### src/hdl/tlcr_pkg.sv
// ----------------------------------------------------------------------------
// tlcr_pkg
// Types and constants shared by the text line cell renderer modules.
// ----------------------------------------------------------------------------
package tlcr_pkg;

   localparam int LCOL_W = 12;   // logical column width
   localparam int TABW_W = 6;    // tab width register width
   localparam int SCOL_W = 8;    // screen column / cell budget width
   localparam int SOFF_W = 10;   // scroll offset width
   localparam int CSR_IDX_W = 3;
   localparam int CSR_DAT_W = 10;

   localparam logic [6:0] CHAR_TAB    = 7'h09;
   localparam logic [6:0] CHAR_SPACE  = 7'h20;
   localparam logic [6:0] CHAR_BANG   = 7'h21;
   localparam logic [6:0] CHAR_GT     = 7'h3E;
   localparam logic [6:0] CHAR_QMARK  = 7'h3F;
   localparam logic [6:0] CHAR_AT     = 7'h40;
   localparam logic [6:0] CHAR_CARET  = 7'h5E;
   localparam logic [6:0] CHAR_UNDER  = 7'h5F;
   localparam logic [6:0] CHAR_DEL    = 7'h7F;
   localparam logic [6:0] CHAR_FIRST_PRINT = 7'h20;

   localparam logic [TABW_W-1:0] TAB_MAX = 6'd32;

   localparam logic [CSR_IDX_W-1:0] CSR_TAB_WIDTH     = 3'd0;
   localparam logic [CSR_IDX_W-1:0] CSR_LINE_WIDTH    = 3'd1;
   localparam logic [CSR_IDX_W-1:0] CSR_SCROLL_OFFSET = 3'd2;
   localparam logic [CSR_IDX_W-1:0] CSR_VISIBLE_SPACE = 3'd3;
   localparam logic [CSR_IDX_W-1:0] CSR_INVERSE_VIDEO = 3'd4;

   typedef struct packed {
      logic [6:0] char_code;
      logic       first_of_line;
   } req_item_type;

   typedef struct packed {
      logic [7:0] cell_char;
      logic [7:0] cell_column;
      logic       truncated;
      logic       last_of_run;
   } rsp_item_type;

   typedef enum logic [3:0] {
      ST_IDLE = 4'b0001,
      ST_DIV  = 4'b0010,
      ST_EVAL = 4'b0100,
      ST_EMIT = 4'b1000
   } state_type;

endpackage

### src/hdl/text_line_cell_renderer_top.sv
// ----------------------------------------------------------------------------
// text_line_cell_renderer_top
// Renders 7-bit text line characters into screen cells: tab expansion,
// caret notation for control characters, horizontal scroll and truncation.
// ----------------------------------------------------------------------------
//
//   channel  direction  handshake              payload
//   req      in         req_valid / req_ready  req_item  (char_code, first_of_line)
//   rsp      out        rsp_valid / rsp_ready  rsp_item  (cell_char, cell_column,
//                                                         truncated, last_of_run)
//   csr      in         csr_valid / csr_ready  csr_index, csr_wdata (always ready)
//
// A plain character goes from accept through evaluation to its cell in the
// output register; a control character takes two cells. A tab first runs
// the remainder unit (one column bit per cycle), then evaluation, then emits
// its cells while the output register can take them. A skipped character
// ends at evaluation (a tab after the remainder unit). Synchronous reset
// clears control state and loads the register reset values. A stalled rsp
// holds the cell in the output register and pauses emission; req is taken
// again as soon as the sequencer is back in idle.
// ----------------------------------------------------------------------------
module text_line_cell_renderer_top (
   input  logic                              clock,
   input  logic                              reset,
   input  logic                              req_valid,
   output logic                              req_ready,
   input  tlcr_pkg::req_item_type            req_item,
   output logic                              rsp_valid,
   input  logic                              rsp_ready,
   output tlcr_pkg::rsp_item_type            rsp_item,
   input  logic                              csr_valid,
   output logic                              csr_ready,
   input  logic [tlcr_pkg::CSR_IDX_W-1:0]    csr_index,
   input  logic [tlcr_pkg::CSR_DAT_W-1:0]    csr_wdata
);
   import tlcr_pkg::*;

   // configuration registers
   logic [TABW_W-1:0] tab_width_ff;
   logic [SCOL_W-1:0] line_width_ff;
   logic [SOFF_W-1:0] scroll_offset_ff;
   logic              visible_space_ff;
   logic              inverse_video_ff;

   // line state
   logic [LCOL_W-1:0] logical_column_ff, logical_column_in;
   logic [SCOL_W-1:0] cells_left_ff, cells_left_in;
   logic [SCOL_W-1:0] screen_column_ff, screen_column_in;
   logic              skipping_ff, skipping_in;
   logic              line_done_ff, line_done_in;

   // sequencer
   state_type         state_ff, state_in;
   logic [6:0]        char_ff, char_in;
   logic [TABW_W-1:0] run_len_ff, run_len_in;
   logic [TABW_W-1:0] cell_idx_ff, cell_idx_in;

   // output register
   logic              rsp_valid_ff, rsp_valid_in;
   rsp_item_type      rsp_item_ff, rsp_item_in;

   logic              req_fire;
   logic              csr_fire;
   logic [TABW_W-1:0] tw_eff;
   logic              is_tab, is_ctrl;
   logic [TABW_W-1:0] step_len;
   logic [6:0]        glyph;
   logic              slot_free;
   logic              cell_load;
   logic              cell_trunc;
   logic              cell_last;
   logic              rem_start;
   logic              rem_done;
   logic [TABW_W-1:0] rem_val;

   assign req_ready = (state_ff == ST_IDLE);
   assign req_fire  = req_valid && req_ready;
   assign csr_ready = 1'b1;
   assign csr_fire  = csr_valid;

   // clamp tab width: zero acts as one, anything above the maximum as maximum
   always_comb begin
      if (tab_width_ff == '0) begin
         tw_eff = TABW_W'(1);
      end else if (tab_width_ff > TAB_MAX) begin
         tw_eff = TAB_MAX;
      end else begin
         tw_eff = tab_width_ff;
      end
   end

   assign is_tab  = (char_ff == CHAR_TAB);
   assign is_ctrl = (char_ff < CHAR_FIRST_PRINT) || (char_ff == CHAR_DEL);

   // columns this character occupies
   always_comb begin
      if (is_tab) begin
         step_len = tw_eff - rem_val;
      end else if (is_ctrl) begin
         step_len = TABW_W'(2);
      end else begin
         step_len = TABW_W'(1);
      end
   end

   // glyph for the current cell of the run
   always_comb begin
      if (is_tab) begin
         glyph = (cell_idx_ff == '0 && visible_space_ff) ? CHAR_GT : CHAR_SPACE;
      end else if (is_ctrl) begin
         if (cell_idx_ff == '0) begin
            glyph = CHAR_CARET;
         end else if (char_ff == CHAR_DEL) begin
            glyph = CHAR_QMARK;
         end else begin
            glyph = char_ff + CHAR_AT;
         end
      end else begin
         glyph = (visible_space_ff && char_ff == CHAR_SPACE) ? CHAR_UNDER : char_ff;
      end
   end

   assign slot_free  = !rsp_valid_ff || rsp_ready;
   assign cell_load  = (state_ff == ST_EMIT) && slot_free;
   assign cell_trunc = (cells_left_ff <= SCOL_W'(1));
   assign cell_last  = cell_trunc || (cell_idx_ff == run_len_ff - TABW_W'(1));

   always_comb begin
      logical_column_in = logical_column_ff;
      cells_left_in     = cells_left_ff;
      screen_column_in  = screen_column_ff;
      skipping_in       = skipping_ff;
      line_done_in      = line_done_ff;
      state_in          = state_ff;
      char_in           = char_ff;
      run_len_in        = run_len_ff;
      cell_idx_in       = cell_idx_ff;
      rem_start         = 1'b0;
      rsp_valid_in      = rsp_valid_ff && !rsp_ready;
      rsp_item_in       = rsp_item_ff;

      unique case (state_ff)
         ST_IDLE: begin
            if (req_fire) begin
               char_in = req_item.char_code;
               // restart the line before handling this character
               if (req_item.first_of_line) begin
                  logical_column_in = '0;
                  cells_left_in     = line_width_ff;
                  screen_column_in  = '0;
                  skipping_in       = 1'b1;
                  line_done_in      = 1'b0;
               end
               if (req_item.char_code == CHAR_TAB) begin
                  rem_start = 1'b1;
                  state_in  = ST_DIV;
               end else begin
                  state_in  = ST_EVAL;
               end
            end
         end
         ST_DIV: begin
            // hold until the remainder unit finishes
            if (rem_done) begin
               state_in = ST_EVAL;
            end
         end
         ST_EVAL: begin
            if (char_ff == '0 || line_done_ff) begin
               // drop the character
               state_in = ST_IDLE;
            end else if (skipping_ff &&
                         (logical_column_ff < {{(LCOL_W-SOFF_W){1'b0}}, scroll_offset_ff})) begin
               // still left of the scroll offset: advance only
               logical_column_in = logical_column_ff + LCOL_W'(step_len);
               state_in          = ST_IDLE;
            end else begin
               skipping_in       = 1'b0;
               logical_column_in = logical_column_ff + LCOL_W'(step_len);
               run_len_in        = step_len;
               cell_idx_in       = '0;
               state_in          = ST_EMIT;
            end
         end
         ST_EMIT: begin
            if (cell_load) begin
               rsp_valid_in            = 1'b1;
               rsp_item_in.cell_column = screen_column_ff;
               rsp_item_in.last_of_run = cell_last;
               if (cell_trunc) begin
                  // budget exhausted: mark and finish the line
                  rsp_item_in.cell_char = {inverse_video_ff, CHAR_BANG};
                  rsp_item_in.truncated = 1'b1;
                  cells_left_in         = '0;
                  line_done_in          = 1'b1;
               end else begin
                  rsp_item_in.cell_char = {inverse_video_ff, glyph};
                  rsp_item_in.truncated = 1'b0;
                  cells_left_in         = cells_left_ff - SCOL_W'(1);
                  screen_column_in      = screen_column_ff + SCOL_W'(1);
               end
               if (cell_last) begin
                  state_in = ST_IDLE;
               end else begin
                  cell_idx_in = cell_idx_ff + TABW_W'(1);
               end
            end
         end
         default: begin
            state_in = ST_IDLE;
         end
      endcase
   end

   tlcr_rem_unit u_rem (
      .clock     (clock),
      .reset     (reset),
      .start     (rem_start),
      .dividend  (logical_column_in),
      .divisor   (tw_eff),
      .done      (rem_done),
      .remainder (rem_val)
   );

   // configuration writes
   always_ff @(posedge clock) begin
      if (reset) begin
         tab_width_ff     <= TABW_W'(8);
         line_width_ff    <= SCOL_W'(79);
         scroll_offset_ff <= '0;
         visible_space_ff <= 1'b0;
         inverse_video_ff <= 1'b0;
      end else if (csr_fire) begin
         unique case (csr_index)
            CSR_TAB_WIDTH:     tab_width_ff     <= csr_wdata[TABW_W-1:0];
            CSR_LINE_WIDTH:    line_width_ff    <= csr_wdata[SCOL_W-1:0];
            CSR_SCROLL_OFFSET: scroll_offset_ff <= csr_wdata[SOFF_W-1:0];
            CSR_VISIBLE_SPACE: visible_space_ff <= csr_wdata[0];
            CSR_INVERSE_VIDEO: inverse_video_ff <= csr_wdata[0];
            default: begin
            end
         endcase
      end
   end

   always_ff @(posedge clock) begin
      if (reset) begin
         state_ff          <= ST_IDLE;
         logical_column_ff <= '0;
         cells_left_ff     <= SCOL_W'(79);
         screen_column_ff  <= '0;
         skipping_ff       <= 1'b0;
         line_done_ff      <= 1'b0;
         rsp_valid_ff      <= 1'b0;
      end else begin
         state_ff          <= state_in;
         logical_column_ff <= logical_column_in;
         cells_left_ff     <= cells_left_in;
         screen_column_ff  <= screen_column_in;
         skipping_ff       <= skipping_in;
         line_done_ff      <= line_done_in;
         rsp_valid_ff      <= rsp_valid_in;
      end
      char_ff     <= char_in;
      run_len_ff  <= run_len_in;
      cell_idx_ff <= cell_idx_in;
      rsp_item_ff <= rsp_item_in;
   end

   assign rsp_valid = rsp_valid_ff;
   assign rsp_item  = rsp_item_ff;

`ifndef NO_ASSERTIONS
   // a finished line never has a run in progress
   a_emit_not_done: assert property (@(posedge clock) disable iff (reset)
      (state_ff == ST_EMIT) |-> !line_done_ff)
      else $error("emitting cells on a finished line");

   // the overflow mark ends the run and the line
   a_trunc_ends: assert property (@(posedge clock) disable iff (reset)
      (cell_load && cell_trunc) |=> (rsp_item_ff.last_of_run && line_done_ff
                                     && state_ff == ST_IDLE))
      else $error("overflow mark did not close the line");

   // every normal cell consumes one unit of budget
   a_budget_step: assert property (@(posedge clock) disable iff (reset)
      (cell_load && !cell_trunc) |=> (cells_left_ff == $past(cells_left_ff) - SCOL_W'(1)))
      else $error("cell budget did not decrement");

   // the remainder is always below the tab width
   a_rem_range: assert property (@(posedge clock) disable iff (reset)
      (state_ff == ST_DIV && rem_done) |-> (rem_val < tw_eff))
      else $error("tab remainder out of range");
`endif

endmodule

### src/hdl/tlcr_rem_unit.sv
// ----------------------------------------------------------------------------
// tlcr_rem_unit
// Restoring remainder unit: column modulo tab width, one bit per cycle.
// ----------------------------------------------------------------------------
module tlcr_rem_unit (
   input  logic                         clock,
   input  logic                         reset,
   input  logic                         start,
   input  logic [tlcr_pkg::LCOL_W-1:0]  dividend,
   input  logic [tlcr_pkg::TABW_W-1:0]  divisor,
   output logic                         done,
   output logic [tlcr_pkg::TABW_W-1:0]  remainder
);
   import tlcr_pkg::*;

   logic                 busy_ff, busy_in;
   logic                 done_ff, done_in;
   logic [3:0]           step_ff, step_in;
   logic [LCOL_W-1:0]    num_ff, num_in;
   logic [TABW_W-1:0]    rem_ff, rem_in;
   logic [TABW_W:0]      trial;

   always_comb begin
      busy_in = busy_ff;
      done_in = 1'b0;
      step_in = step_ff;
      num_in  = num_ff;
      rem_in  = rem_ff;
      trial   = {rem_ff, num_ff[step_ff]};
      if (start) begin
         busy_in = 1'b1;
         step_in = 4'(LCOL_W - 1);
         num_in  = dividend;
         rem_in  = '0;
      end else if (busy_ff) begin
         // shift in one dividend bit, subtract when it fits
         if (trial >= {1'b0, divisor}) begin
            rem_in = TABW_W'(trial - {1'b0, divisor});
         end else begin
            rem_in = trial[TABW_W-1:0];
         end
         if (step_ff == 4'd0) begin
            busy_in = 1'b0;
            done_in = 1'b1;
         end else begin
            step_in = step_ff - 4'd1;
         end
      end
   end

   always_ff @(posedge clock) begin
      if (reset) begin
         busy_ff <= 1'b0;
         done_ff <= 1'b0;
      end else begin
         busy_ff <= busy_in;
         done_ff <= done_in;
      end
      step_ff <= step_in;
      num_ff  <= num_in;
      rem_ff  <= rem_in;
   end

   assign done      = done_ff;
   assign remainder = rem_ff;

endmodule
### config.mk
export PLATFORM = sky130hd
export DESIGN_NAME = text_line_cell_renderer_top
export DESIGN_NICKNAME = d
export VERILOG_FILES = /design/src/hdl/tlcr_pkg.sv /design/src/hdl/text_line_cell_renderer_top.sv /design/src/hdl/tlcr_rem_unit.sv
export SDC_FILE = /design/constraint.sdc
export NUM_CORES = 1
export LEC_CHECK = 0
export BUFFER_PORTS_ARGS = -buffer_cell sky130_fd_sc_hd__buf_2
export CAP_MARGIN = 15
export CORE_MARGIN = 2
export CORE_UTILIZATION = 45
export DETAILED_ROUTE_END_ITERATION = 12
export GPL_ROUTABILITY_DRIVEN = 0
export SLEW_MARGIN = 30
export SYNTH_ARGS = -nofsm -noshare
export SYNTH_HDL_FRONTEND = slang
export SYNTH_SLANG_ARGS = --single-unit
### constraint.sdc
create_clock -name clock -period 4.9 [get_ports clock]
set_input_delay 0.98 -clock clock [delete_from_list [all_inputs] [get_ports clock]]
set_output_delay 0.98 -clock clock [all_outputs]
set_load 0.02 [all_outputs]
==> Flow_metrics.wiki, run 1 <==
{| class="wikitable"
! Metric !! Value
|-
| Outcome || finished, final reports clean
|-
| Critical path, cell by cell || nor4_1 > nor2_1 > nor2_1 > inv_1 > ha_1 > inv_1 > fa_1 > o21a_1 > ha_1 > a21o_1 > a21o_1 > a2111oi_0 > or2_2 > nor4_1 > or3_1
|-
| Number of synthesized register bits || 122
|-
| Synth Area per Inst || 9.459 um2
|-
| Flop-to-flop setup slack || a little over 0.8 ns
|-
| Remaining Overflow, GRT || 0
|-
| Die span in y || between 100 and 150 um
|-
| Setup TNS || 0 ns
|-
| Gates resized, CTS repair || 0
|-
| Std-Cell Core Area || approximately 0.014 mm2
|-
| Number of DRC markers in iteration 0 || 334
|-
| Transition time of the tightest slew-check pin || 0.8440 ns
|-
| Gate count after technology mapping || 677
|-
| Arrival time worst endpoint || 4.27 ns
|-
| Highest ir drop seen on vdd || 0.2191 mV
|-
| Avg Vias per Cell || 5.586
|-
| Critical register-to-register path startpoint || tab_width_ff[1]
|-
| Achievable frequency || 0.2442 GHz
|-
| Total power per unit cell area || between 300 and 400 mW/mm2
|-
| Crit path max-delay cell type || sky130_fd_sc_hd__a2111oi_0
|-
| Global Route Usage Sum || a little over a fifth
|-
| Ports placed on the boundary || 47
|-
| Antenna Nets Post-Route || 0
|-
| Most used DFF post-synth || sky130_fd_sc_hd__dfxtp_1
|-
| Crit end category || flop
|-
| Area added between synthesis and finish || 16.06%
|-
| Number of maximum-capacitance constraint violations || 0
|-
| Yosys top cell area share || a little under a quarter
|-
| Insertion delay of the later-clocked pin in the worst-skew pair || 0.43 ns
|-
| Leading cell types in the layout, fill and taps excluded || 77 x sky130_fd_sc_hd__nand2_1, 73 x sky130_fd_sc_hd__dfxtp_1, 72 x sky130_fd_sc_hd__nor2_1
|-
| Root cell of the clock tree || sky130_fd_sc_hd__clkbuf_16
|-
| Setup crit end || u_rem.num_ff[7]
|-
| Required time of the critical path || about 5.1 ns
|-
| Layout filler cell count || 1290
|-
| Crit path depth || 15
|-
| Port Buffer Count || 45
|-
| Cell accounting for the most synthesized area || sky130_fd_sc_hd__edfxtp_1
|-
| CP Buf/Inv Count || 2
|-
| Sort of element at the start of the critical path || flop
|-
| Final wirelength || between 15000 and 20000 um
|-
| WL per Instance || 16.45 um
|-
| Number of endpoints failing setup at the final stage || 0
|-
| Delay of the slowest cell on the worst path || 0.75 ns
|-
| Crit Reg-Reg Endpoint || u_rem.num_ff[7]
|-
| Setup clock skew after layout || around 0.012 ns
|-
| CTS H-tree lvls || 4
|-
| Cell depth of the worst hold path || 2
|-
| Tcrit/Tclk final || 83.58%
|-
| Leading cell type in the layout, fill and taps excluded || sky130_fd_sc_hd__nand2_1
|-
| Setup crit start || tab_width_ff[1]
|-
| Share of flip-flops with an asynchronous set or reset || 0%
|-
| Final Power || a little under 3000 uW
|-
| Die Area || 0.01520 mm2
|-
| Final Net Count || 785
|-
| Number of sinks on the clock net || approximately 120
|-
| DR DRC count || 0
|-
| Post-synth EDFFs || 49
|-
| CTS hold repair buffers || 0
|-
| Die X-Extent || roughly 120 um
|-
| Worst min-delay path category || reg -> reg
|-
| Largest cells by area after synthesis || sky130_fd_sc_hd__edfxtp_1 23%, sky130_fd_sc_hd__dfxtp_1 23%, sky130_fd_sc_hd__ha_1 6.4%, sky130_fd_sc_hd__nand2_1 4.5%, sky130_fd_sc_hd__nor2_1 4.2%
|-
| Max-slew headroom at the worst pin || 43.52%
|-
| Clock transition at the registers of the reported paths || approximately 0.06 ns
|-
| Synthesis Warnings || 0
|-
| Via count of the first global-routing pass || between 4000 and 5000
|-
| Largest delay contributor family on the critical path || compound AO/OA/AOI/OAI gates
|-
| Number of rows created at floorplan || 43
|-
| Number of diodes added for antenna fixing || 0
|-
| Initial Util || a little under half
|-
| Share of cells above drive strength 1 || 12.77%
|-
| Post-Syn Nets || roughly 740
|-
| Mapped cell area || 0.006404 mm2
|-
| Final critical-path required period || approximately 4.1 ns
|-
| Via count || 5117
|-
| Worst Path Class, Setup || reg -> reg
|-
| Post-CTS repair timing setup buffer count || 0
|-
| Wire length of the first global-routing pass || between 20000 and 25000 um
|-
| Initial antenna violation count || 0
|-
| Maximum number of pins on one net before global-route repair || 44
|-
| Proportion of synthesized chip area in sequential cells || roughly 46%
|-
| Max Root-Sink Buffers || 2
|-
| Count of cells along the worst register-to-register path || 15
|-
| First-pass DRT Iterations || 5
|-
| Final Max Slew Viols || 0
|-
| TritonCTS clock tree || yes
|-
| Final count of hold timing violations || 0
|-
| Leakage Power || roughly 0.0030 uW
|-
| Number of distinct library cells after synthesis || slightly below 70
|-
| Highest fanout seen on the critical path || 3
|-
| Unrepaired setup endpoints after global routing || no
|-
| Number of buffers inserted during clock tree synthesis || 17
|-
| Detailed Place HPWL || approximately 11000 um
|}
tightest hold or removal path, delay by kind of cell (launching register included):
kind | cells | cell delay, ns
flip-flops | 1 | 0.30
AO/OA/AOI/OAI | 1 | 0.06
AND/OR/NAND/NOR | 1 | 0.05
cells in the mapped netlist, types with 4 or more instances:
cell type and n:
sky130_fd_sc_hd__dfxtp_1 73, sky130_fd_sc_hd__edfxtp_1 49, sky130_fd_sc_hd__ha_1 33, sky130_fd_sc_hd__nor2_1 72, sky130_fd_sc_hd__inv_1 41, sky130_fd_sc_hd__or3_1 6
sky130_fd_sc_hd__nand2b_1 10, sky130_fd_sc_hd__mux2i_1 20, sky130_fd_sc_hd__o21ai_0 18, sky130_fd_sc_hd__nor4_1 6, sky130_fd_sc_hd__a211oi_1 8, sky130_fd_sc_hd__nand3b_1 4
sky130_fd_sc_hd__and2_1 12, sky130_fd_sc_hd__xnor2_1 19, sky130_fd_sc_hd__nor2b_1 8, sky130_fd_sc_hd__and3_1 5, sky130_fd_sc_hd__nor3b_1 4, sky130_fd_sc_hd__o21a_1 9
sky130_fd_sc_hd__a21o_1 10, sky130_fd_sc_hd__nand3_1 20, sky130_fd_sc_hd__nand4_1 5, sky130_fd_sc_hd__nand2_1 77, sky130_fd_sc_hd__a31oi_1 11, sky130_fd_sc_hd__clkbuf_1 15
sky130_fd_sc_hd__a21oi_1 43, sky130_fd_sc_hd__nor3_1 22, sky130_fd_sc_hd__xor2_1 11
metal layers:
layer	vias up	routed length, um	track usage (%)
li1	2518	-	-
met1	2396	6620	26.16
met2	162	7119	35.51
met3	41	812	5.120
met4	0	511	10.58
met5	-	0	0
where the power goes:
| part | total (uW) | internal [uW] | switching [uW] |
|---|---|---|---|
| combinational | 457 | 200 | 257 |
| clock | 1330 | 861 | 473 |
| sequential | 1180 | 1110 | 65.6 |
| total | 2970 | 2170 | 795 |
cell type report:
class	instances	area [um2]	share of cell area, %
clock inverter	8	90.09	1.212
tap	180	225.2	3.030
sequential	122	2933	39.46
inverter	42	157.7	2.121
multi-input combinational	492	3217	43.28
clock buffer	24	561.8	7.559
timing repair buffer	48	247.7	3.333
cell families after synthesis:
kind of cell               count (synthesis)  synth area share (%)
and+or+nand+nor                          269                 20.77
muxes                                     24                 4.357
other                                      1               0.05856
xor gates and xnor gates                  30                 4.103
adders and majority gates                 36                 7.386
buffers and inverters                     63                 4.044
AOI/OAI and AO/OA                        132                 13.48
DFF                                      122                 45.80
worst min-delay path by stage:
stage | from | endpoint | slack, ns
2_1_floorplan | inverse_video_ff | rsp_item[17] | 0.41
3_3_place_gp | screen_column_ff[7] | rsp_item[9] | 0.44
3_5_place_dp | line_width_ff[6] | cells_left_ff[6] | 0.45
4_1_cts | scroll_offset_ff[4] | scroll_offset_ff[4] | 0.46
5_1_grt | scroll_offset_ff[7] | scroll_offset_ff[7] | 0.49
6_report | scroll_offset_ff[7] | scroll_offset_ff[7] | 0.46
stage by stage:
step           instance area [um2]  util [%]  instances  hold slack, ns  setup slack, ns
6_report                      7432     53.54        916          0.4607           0.8045
2_1_floorplan                 6404         -        677          0.4080            1.247
3_3_place_gp                  6775     48.81        884          0.4441           0.8907
4_1_cts                       7432     53.54        916          0.4602           0.8411
5_1_grt                       7432     53.54        916          0.4886           0.4978
3_5_place_dp                  6780     48.85        884          0.4507           0.8546
flip-flops by register name, summed over array words and instances (netlist names), 4 cells and up:
name / flops
logical_column_ff: 12
u_rem.step_ff: 4
char_ff: 7
scroll_offset_ff: 10
cells_left_ff: 8
line_width_ff: 8
cell_idx_ff: 6
state_ff: 4
tab_width_ff: 6
u_rem.num_ff: 12
run_len_ff: 6
screen_column_ff: 8
rsp_item: 18
u_rem.remainder: 6
Note: power is estimated with default switching activity, not from simulation.
==> run 2, diff against run 1 <==
clock period = 3.4 ns   (was 4.9 ns; I/O delays follow)
==> run 2 against run 1 <==
Largest cell class unchanged; the run now ends with setup timing left; highest routed layer unchanged; flip-flop and latch count is the same; register-to-register slack lost 0.93 ns; clock skew shrank 0.0042 ns.
==> Flow_metrics.wiki, run 2 (synthesis results as in run 1) <==
{| class="wikitable"
! Metric !! Value
|-
| Outcome || complete, but fails checks
|-
| Violations in the final reports || setup timing
|-
| Pre-CTS setup slack || -0.4195 ns
|-
| Arrival time worst endpoint || roughly 3.7 ns
|-
| WL per Instance || 16.31 um
|-
| Die Area || 0.01520 mm2
|-
| Number of diodes added for antenna fixing || 0
|-
| Transition time of the tightest slew-check pin || ~0.9 ns
|-
| Min-Delay Startpoint || req_item[1]
|-
| Global Route Usage Sum || 22.09%
|-
| Achievable frequency || around 0.28 GHz
|-
| Avg Vias per Cell || 5.438
|-
| Routing usage on met1 || 27.55%
|-
| DR DRC count || 0
|-
| Number of maximum-capacitance constraint violations || 0
|-
| Via count || 5220
|-
| Via count of the first global-routing pass || 5128
|-
| Unrepaired setup endpoints after global routing || yes
|-
| Worst Path Class, Setup || reg -> reg
|-
| Leakage Power || ~0.0032 uW
|-
| Sort of element at the start of the critical path || flop
|-
| Share of cells above drive strength 1 || between 20% and 30%
|-
| Tcrit/Tclk final || 103.7%
|-
| Highest fanout seen on the critical path || 3
|-
| Met3 Resource Use GR || about 5.6%
|-
| Crit Reg-Reg Endpoint || u_rem.num_ff[7]
|-
| Port Buffer Count || 45
|-
| Number of rows created at floorplan || 43
|-
| Total power per unit cell area || between 500 and 600 mW/mm2
|-
| First-pass DRT Iterations || 5
|-
| Final setup slack of the worst path || -0.1256 ns
|-
| Final critical-path required period || 3.526 ns
|-
| Number of DRC markers in iteration 0 || 403
|-
| Delay of the slowest cell on the worst path || 0.42 ns
|-
| Leading cell type in the layout, fill and taps excluded || sky130_fd_sc_hd__nand2_1
|-
| Number of buffers inserted during clock tree synthesis || 17
|-
| Final wirelength || 15660 um
|-
| Clock transition at the registers of the reported paths || 0.06 ns
|-
| Worst min-delay path category || in -> reg
|-
| Final count of hold timing violations || 0
|-
| Highest ir drop seen on vdd || between 0.4 and 0.5 mV
|-
| Hold worst-path end || char_ff[0]
|-
| Initial antenna violation count || 0
|-
| Final Net Count || between 800 and 900
|-
| Leading cell types in the layout, fill and taps excluded || 76 x sky130_fd_sc_hd__nand2_1, 71 x sky130_fd_sc_hd__nor2_1, 71 x sky130_fd_sc_hd__dfxtp_1
|-
| Required time of the critical path || 3.56 ns
|-
| CP Buf/Inv Count || 2
|-
| Max-slew headroom at the worst pin || about 40%
|-
| TritonCTS clock tree || yes
|-
| Remaining Overflow, GRT || 0
|-
| Final Max Slew Viols || 0
|-
| Max Root-Sink Buffers || 2
|-
| Flop-to-flop setup slack || -0.13 ns
|-
| Placement Cell Area || 0.007069 mm2
|-
| Largest delay contributor family on the critical path || simple AND/OR/NAND/NOR gates
|-
| Final Instance Area || 0.007850 mm2
|-
| Area added between synthesis and finish || 22.59%
|-
| Count of cells along the worst register-to-register path || 15
|-
| Critical path, cell by cell || nor4_2 > nor2_1 > nor2_1 > inv_1 > ha_2 > inv_2 > fa_1 > o21a_1 > ha_1 > a21o_1 > a21o_1 > a2111oi_4 > or2_4 > nor4_2 > or3_1
|-
| Crit path max-delay cell type || sky130_fd_sc_hd__fa_1
|-
| Antenna Nets Post-Route || 0
|-
| Wire length of the first global-routing pass || 25510 um
|-
| Number of sinks on the clock net || 122
|-
| Cell depth of the worst hold path || 1
|-
| Root cell of the clock tree || sky130_fd_sc_hd__clkbuf_16
|-
| Number of endpoints failing setup at the final stage || 8
|-
| Insertion delay of the later-clocked pin in the worst-skew pair || around 0.42 ns
|-
| CTS H-tree lvls || 4
|-
| Global Route met2 Usage || 38.02%
|-
| Critical register-to-register path startpoint || tab_width_ff[1]
|-
| Crit end category || flop
|-
| Setup clock skew after layout || 0.007564 ns
|-
| Peak-usage layer in the global routing report || met2
|-
| Die span in y || 123.3 um
|-
| Maximum number of pins on one net before global-route repair || 44
|-
| Flip-flop count of the largest register after layout || 18
|-
| Detailed Place HPWL || 11430 um
|-
| Die X-Extent || 123.3 um
|-
| Initial Util || 46.13%
|-
| Layout filler cell count || 1237
|-
| Ports placed on the boundary || 47
|-
| Std-Cell Core Area || 0.01388 mm2
|}
## run 2: cell type report
type	instances	area (um2)	share of cell area, %
Tap cell	180	225.2	2.869
Clock inverter	11	106.4	1.355
Timing Repair Buffer	92	581.8	7.412
Inverter	42	157.7	2.008
Clock buffer	21	493.0	6.280
Sequential cell	122	2935	37.39
Multi-Input combinational cell	492	3351	42.68
## run 2: metrics by stage
step / TNS [ns] / instances / total power [uW] / utilization [%] / hold slack (ns)
floorplan: 0 / 677 / 2218 / - / 0.4080
finish: -0.4291 / 960 / 4215 / 56.55 / 0.4495
global placement: -1.557 / 920 / 2401 / 50.93 / 0.4364
CTS: -0.3160 / 957 / 4237 / 55.91 / 0.4320
global route: -2.162 / 960 / 4410 / 56.55 / 0.4353
detailed placement: -3.205 / 920 / 2422 / 50.93 / 0.4446
## run 2: worst max path at each step
stage | from | end | slack, ns | depth (start not counted)
2_1_floorplan | tab_width_ff[1] | u_rem.num_ff[7] | 0.004 | 15
3_3_place_gp | tab_width_ff[1] | u_rem.num_ff[9] | -0.29 | 17
3_5_place_dp | tab_width_ff[1] | u_rem.num_ff[9] | -0.42 | 17
4_1_cts | tab_width_ff[4] | u_rem.num_ff[7] | -0.15 | 15
5_1_grt | tab_width_ff[1] | u_rem.num_ff[7] | -0.27 | 15
6_report | tab_width_ff[1] | u_rem.num_ff[7] | -0.13 | 15
## run 2: where the power goes
group	switching (uW)	internal, uW
logic	393	329
clock network	680	1120
registers	91.2	1600
total	1160	3050
## run 2: per-layer routing
metal	wire [um]	up-vias
met5	0	-
met4	221	0
met3	630	22
met2	7703	114
met1	7105	2499
li1	-	2585
## run 2: timing repair
| action | in CTS | in global routing |
|---|---|---|
| resized for setup | 16 | 17 |
| hold buffers | 0 | 0 |
| setup endpoints to repair | 14 | 16 |
| gates cloned | 0 | 0 |
| setup buffers | 5 | 3 |
| pin swaps | 17 | 17 |
## run 2: worst reg2reg max path, delay by kind of cell (launching register included)
kind	cells	cell delay [ns]
buf+inv	2	0.12
flops	1	0.32
fa+ha+maj	3	0.86
simple gates	6	1.06
compound gates	4	0.91
==> run 3, diff against run 2 <==
MAX_ROUTING_LAYER = met4   (was unset)
==> run 3 against run 2 <==
The run still ends with setup timing left; flip-flop and latch count did not move; final area did not move; die area did not move; clock power barely moved; via count fell by 0.42%; non-clock buffer count did not move; combinational power barely moved; power barely moved; count of clock-buffer cells in the layout did not move; largest cell class unchanged; highest routed layer unchanged.
==> Flow_metrics.wiki, run 3 (synthesis results as in run 1) <==
{| class="wikitable"
! Metric !! Value
|-
| Crit path depth || 15
|-
| Final critical-path required period || between 3 and 4 ns
|-
| Leakage Power || ~0.0032 uW
|-
| Ports placed on the boundary || 47
|-
| Antenna Nets Post-Route || 0
|-
| Sort of element at the start of the critical path || flop
|-
| Setup clock skew after layout || 0.007539 ns
|-
| Via count || 5198
|-
| Crit end category || flop
|-
| Number of buffers inserted during clock tree synthesis || 17
|-
| Combinational share of power || 17.1%
|-
| Crit path max-delay cell type || sky130_fd_sc_hd__fa_1
|-
| Insertion delay of the later-clocked pin in the worst-skew pair || between 0.4 and 0.5 ns
|-
| Number of endpoints failing setup at the final stage || 8
|-
| Clock transition at the registers of the reported paths || 0.06 ns
|-
| First-pass DRT Iterations || 6
|-
| Number of rows created at floorplan || 43
|-
| Area added between synthesis and finish || 22.59%
|-
| Total power per unit cell area || 536.8 mW/mm2
|-
| Highest ir drop seen on vdd || 0.4479 mV
|-
| Flip-flop count of the largest register after layout || 18
|-
| Unrepaired setup endpoints after global routing || yes
|-
| Root cell of the clock tree || sky130_fd_sc_hd__clkbuf_16
|-
| Remaining Overflow, GRT || 0
|-
| Initial antenna violation count || 0
|-
| CP Buf/Inv Count || 2
|-
| Largest delay contributor family on the critical path || simple AND/OR/NAND/NOR gates
|-
| Critical register-to-register path startpoint || tab_width_ff[1]
|-
| Die X-Extent || between 100 and 150 um
|-
| Worst min-delay path category || in -> reg
|-
| Share of cells above drive strength 1 || a little over 20%
|-
| Count of cells along the worst register-to-register path || 15
|-
| Final wirelength || 15610 um
|-
| Die span in y || 123.3 um
|-
| Min-Delay Startpoint || req_item[1]
|-
| Switching Fraction || 27.58%
|-
| Cell-internal power || 3052 uW
|-
| Tcrit/Tclk final || 104.0%
|-
| Initial Util || 46.13%
|-
| Final Net Count || 829
|-
| Critical path, cell by cell || nor4_2 > nor2_1 > nor2_1 > inv_1 > ha_2 > inv_2 > fa_1 > o21a_1 > ha_1 > a21o_1 > a21o_1 > a2111oi_4 > or2_4 > nor4_2 > or3_1
|-
| Max-slew headroom at the worst pin || 41.84%
|-
| Psw || between 1000 and 1500 uW
|-
| Final count of hold timing violations || 0
|-
| WL per Instance || 16.26 um
|-
| Number of maximum-capacitance constraint violations || 0
|-
| Final Instance Area || 0.007850 mm2
|-
| Final Max Slew Viols || 0
|-
| TritonCTS clock tree || yes
|-
| DR DRC count || 0
|-
| Port Buffer Count || 45
|-
| Max Root-Sink Buffers || 2
|-
| Hold worst-path end || char_ff[0]
|-
| Placement Cell Area || 0.007069 mm2
|-
| Maximum number of pins on one net before global-route repair || 44
|-
| Highest fanout seen on the critical path || 3
|-
| Detailed Place HPWL || approximately 11000 um
|-
| Wire length of the first global-routing pass || approximately 25000 um
|-
| CTS H-tree lvls || 4
|-
| Number of diodes added for antenna fixing || 0
|-
| Worst Path Class, Setup || reg -> reg
|-
| Flop-to-flop setup slack || -0.14 ns
|-
| Achievable frequency || roughly 0.28 GHz
|-
| Via count of the first global-routing pass || 5130
|-
| CTS hold repair buffers || 0
|-
| Global Route Usage Sum || 22.68%
|-
| Delay of the slowest cell on the worst path || 0.42 ns
|-
| Crit Reg-Reg Endpoint || u_rem.num_ff[7]
|-
| Violations in the final reports || setup timing
|-
| Number of DRC markers in iteration 0 || 330
|-
| Std-Cell Core Area || between 0.01 and 0.015 mm2
|-
| Cell depth of the worst hold path || 1
|-
| Required time of the critical path || 3.56 ns
|-
| Leading cell types in the layout, fill and taps excluded || 76 x sky130_fd_sc_hd__nand2_1, 71 x sky130_fd_sc_hd__nor2_1, 71 x sky130_fd_sc_hd__dfxtp_1
|-
| Non-filler instance count after layout || 960
|-
| Avg Vias per Cell || 5.415
|-
| Die Area || 0.01520 mm2
|-
| Total instance count after detailed placement || 920
|-
| Portion of total power attributed to sequential cells || 40.2%
|-
| Leading cell type in the layout, fill and taps excluded || sky130_fd_sc_hd__nand2_1
|-
| Clock group share of total power || 42.6%
|-
| Number of sinks on the clock net || 122
|-
| Final setup slack of the worst path || -0.1363 ns
|-
| Arrival time worst endpoint || about 3.7 ns
|-
| Transition time of the tightest slew-check pin || 0.8693 ns
|-
| Outcome || complete, but fails checks
|}
run 3: power by group through the flow:
stage	clock network, uW	logic, uW	registers (uW)
after floorplan	0	525	1690
after CTS	1830	716	1700
after detailed placement	0	698	1720
final	1800	721	1700
after global placement	0	678	1720
after global routing	1890	803	1710
run 3: cell type report:
class / instances / area (um2)
flip-flops and latches: 122 / 2935
fillers: 1237 / 6031
clock buffers: 21 / 493.0
well taps: 180 / 225.2
repair buffers: 92 / 581.8
multi-input cells: 492 / 3351
inverters: 42 / 157.7
clock inverters: 11 / 106.4
run 3: worst max-delay path by stage:
stage / startpoint / slack [ns] / to
2_1_floorplan: tab_width_ff[1] / 0.004 / u_rem.num_ff[7]
3_3_place_gp: tab_width_ff[1] / -0.29 / u_rem.num_ff[9]
3_5_place_dp: tab_width_ff[1] / -0.42 / u_rem.num_ff[9]
4_1_cts: tab_width_ff[4] / -0.15 / u_rem.num_ff[7]
5_1_grt: tab_width_ff[1] / -0.27 / u_rem.num_ff[7]
6_report: tab_width_ff[1] / -0.14 / u_rem.num_ff[7]
run 3: routing by layer:
metal	track usage, %	up-vias	part of all wire (%)
met5	-	-	0
met4	6.463	0	1.4
met3	5.028	20	4.3
met2	38.02	106	49
met1	27.49	2487	45
li1	-	2585	-
run 3: what timing repair did:
| action | 4_1_cts | 5_1_grt |
|---|---|---|
| endpoints found under the setup margin | 14 | 16 |
| buffers inserted | 5 | 3 |
| resized for setup | 16 | 17 |
| pin swaps | 17 | 17 |
run 3: stage by stage:
step                      power [uW]  setup WS [ns]  utilization, %  TNS, ns  hold WS (ns)
after floorplan                 2218       0.003900               -        0        0.4080
after global placement          2401        -0.2873           50.93   -1.557        0.4364
after detailed placement        2422        -0.4195           50.93   -3.205        0.4446
after CTS                       4237        -0.1478           55.91  -0.3160        0.4320
after global routing            4408        -0.2720           56.55   -2.163        0.4382
final                           4214        -0.1363           56.55  -0.4750        0.4528
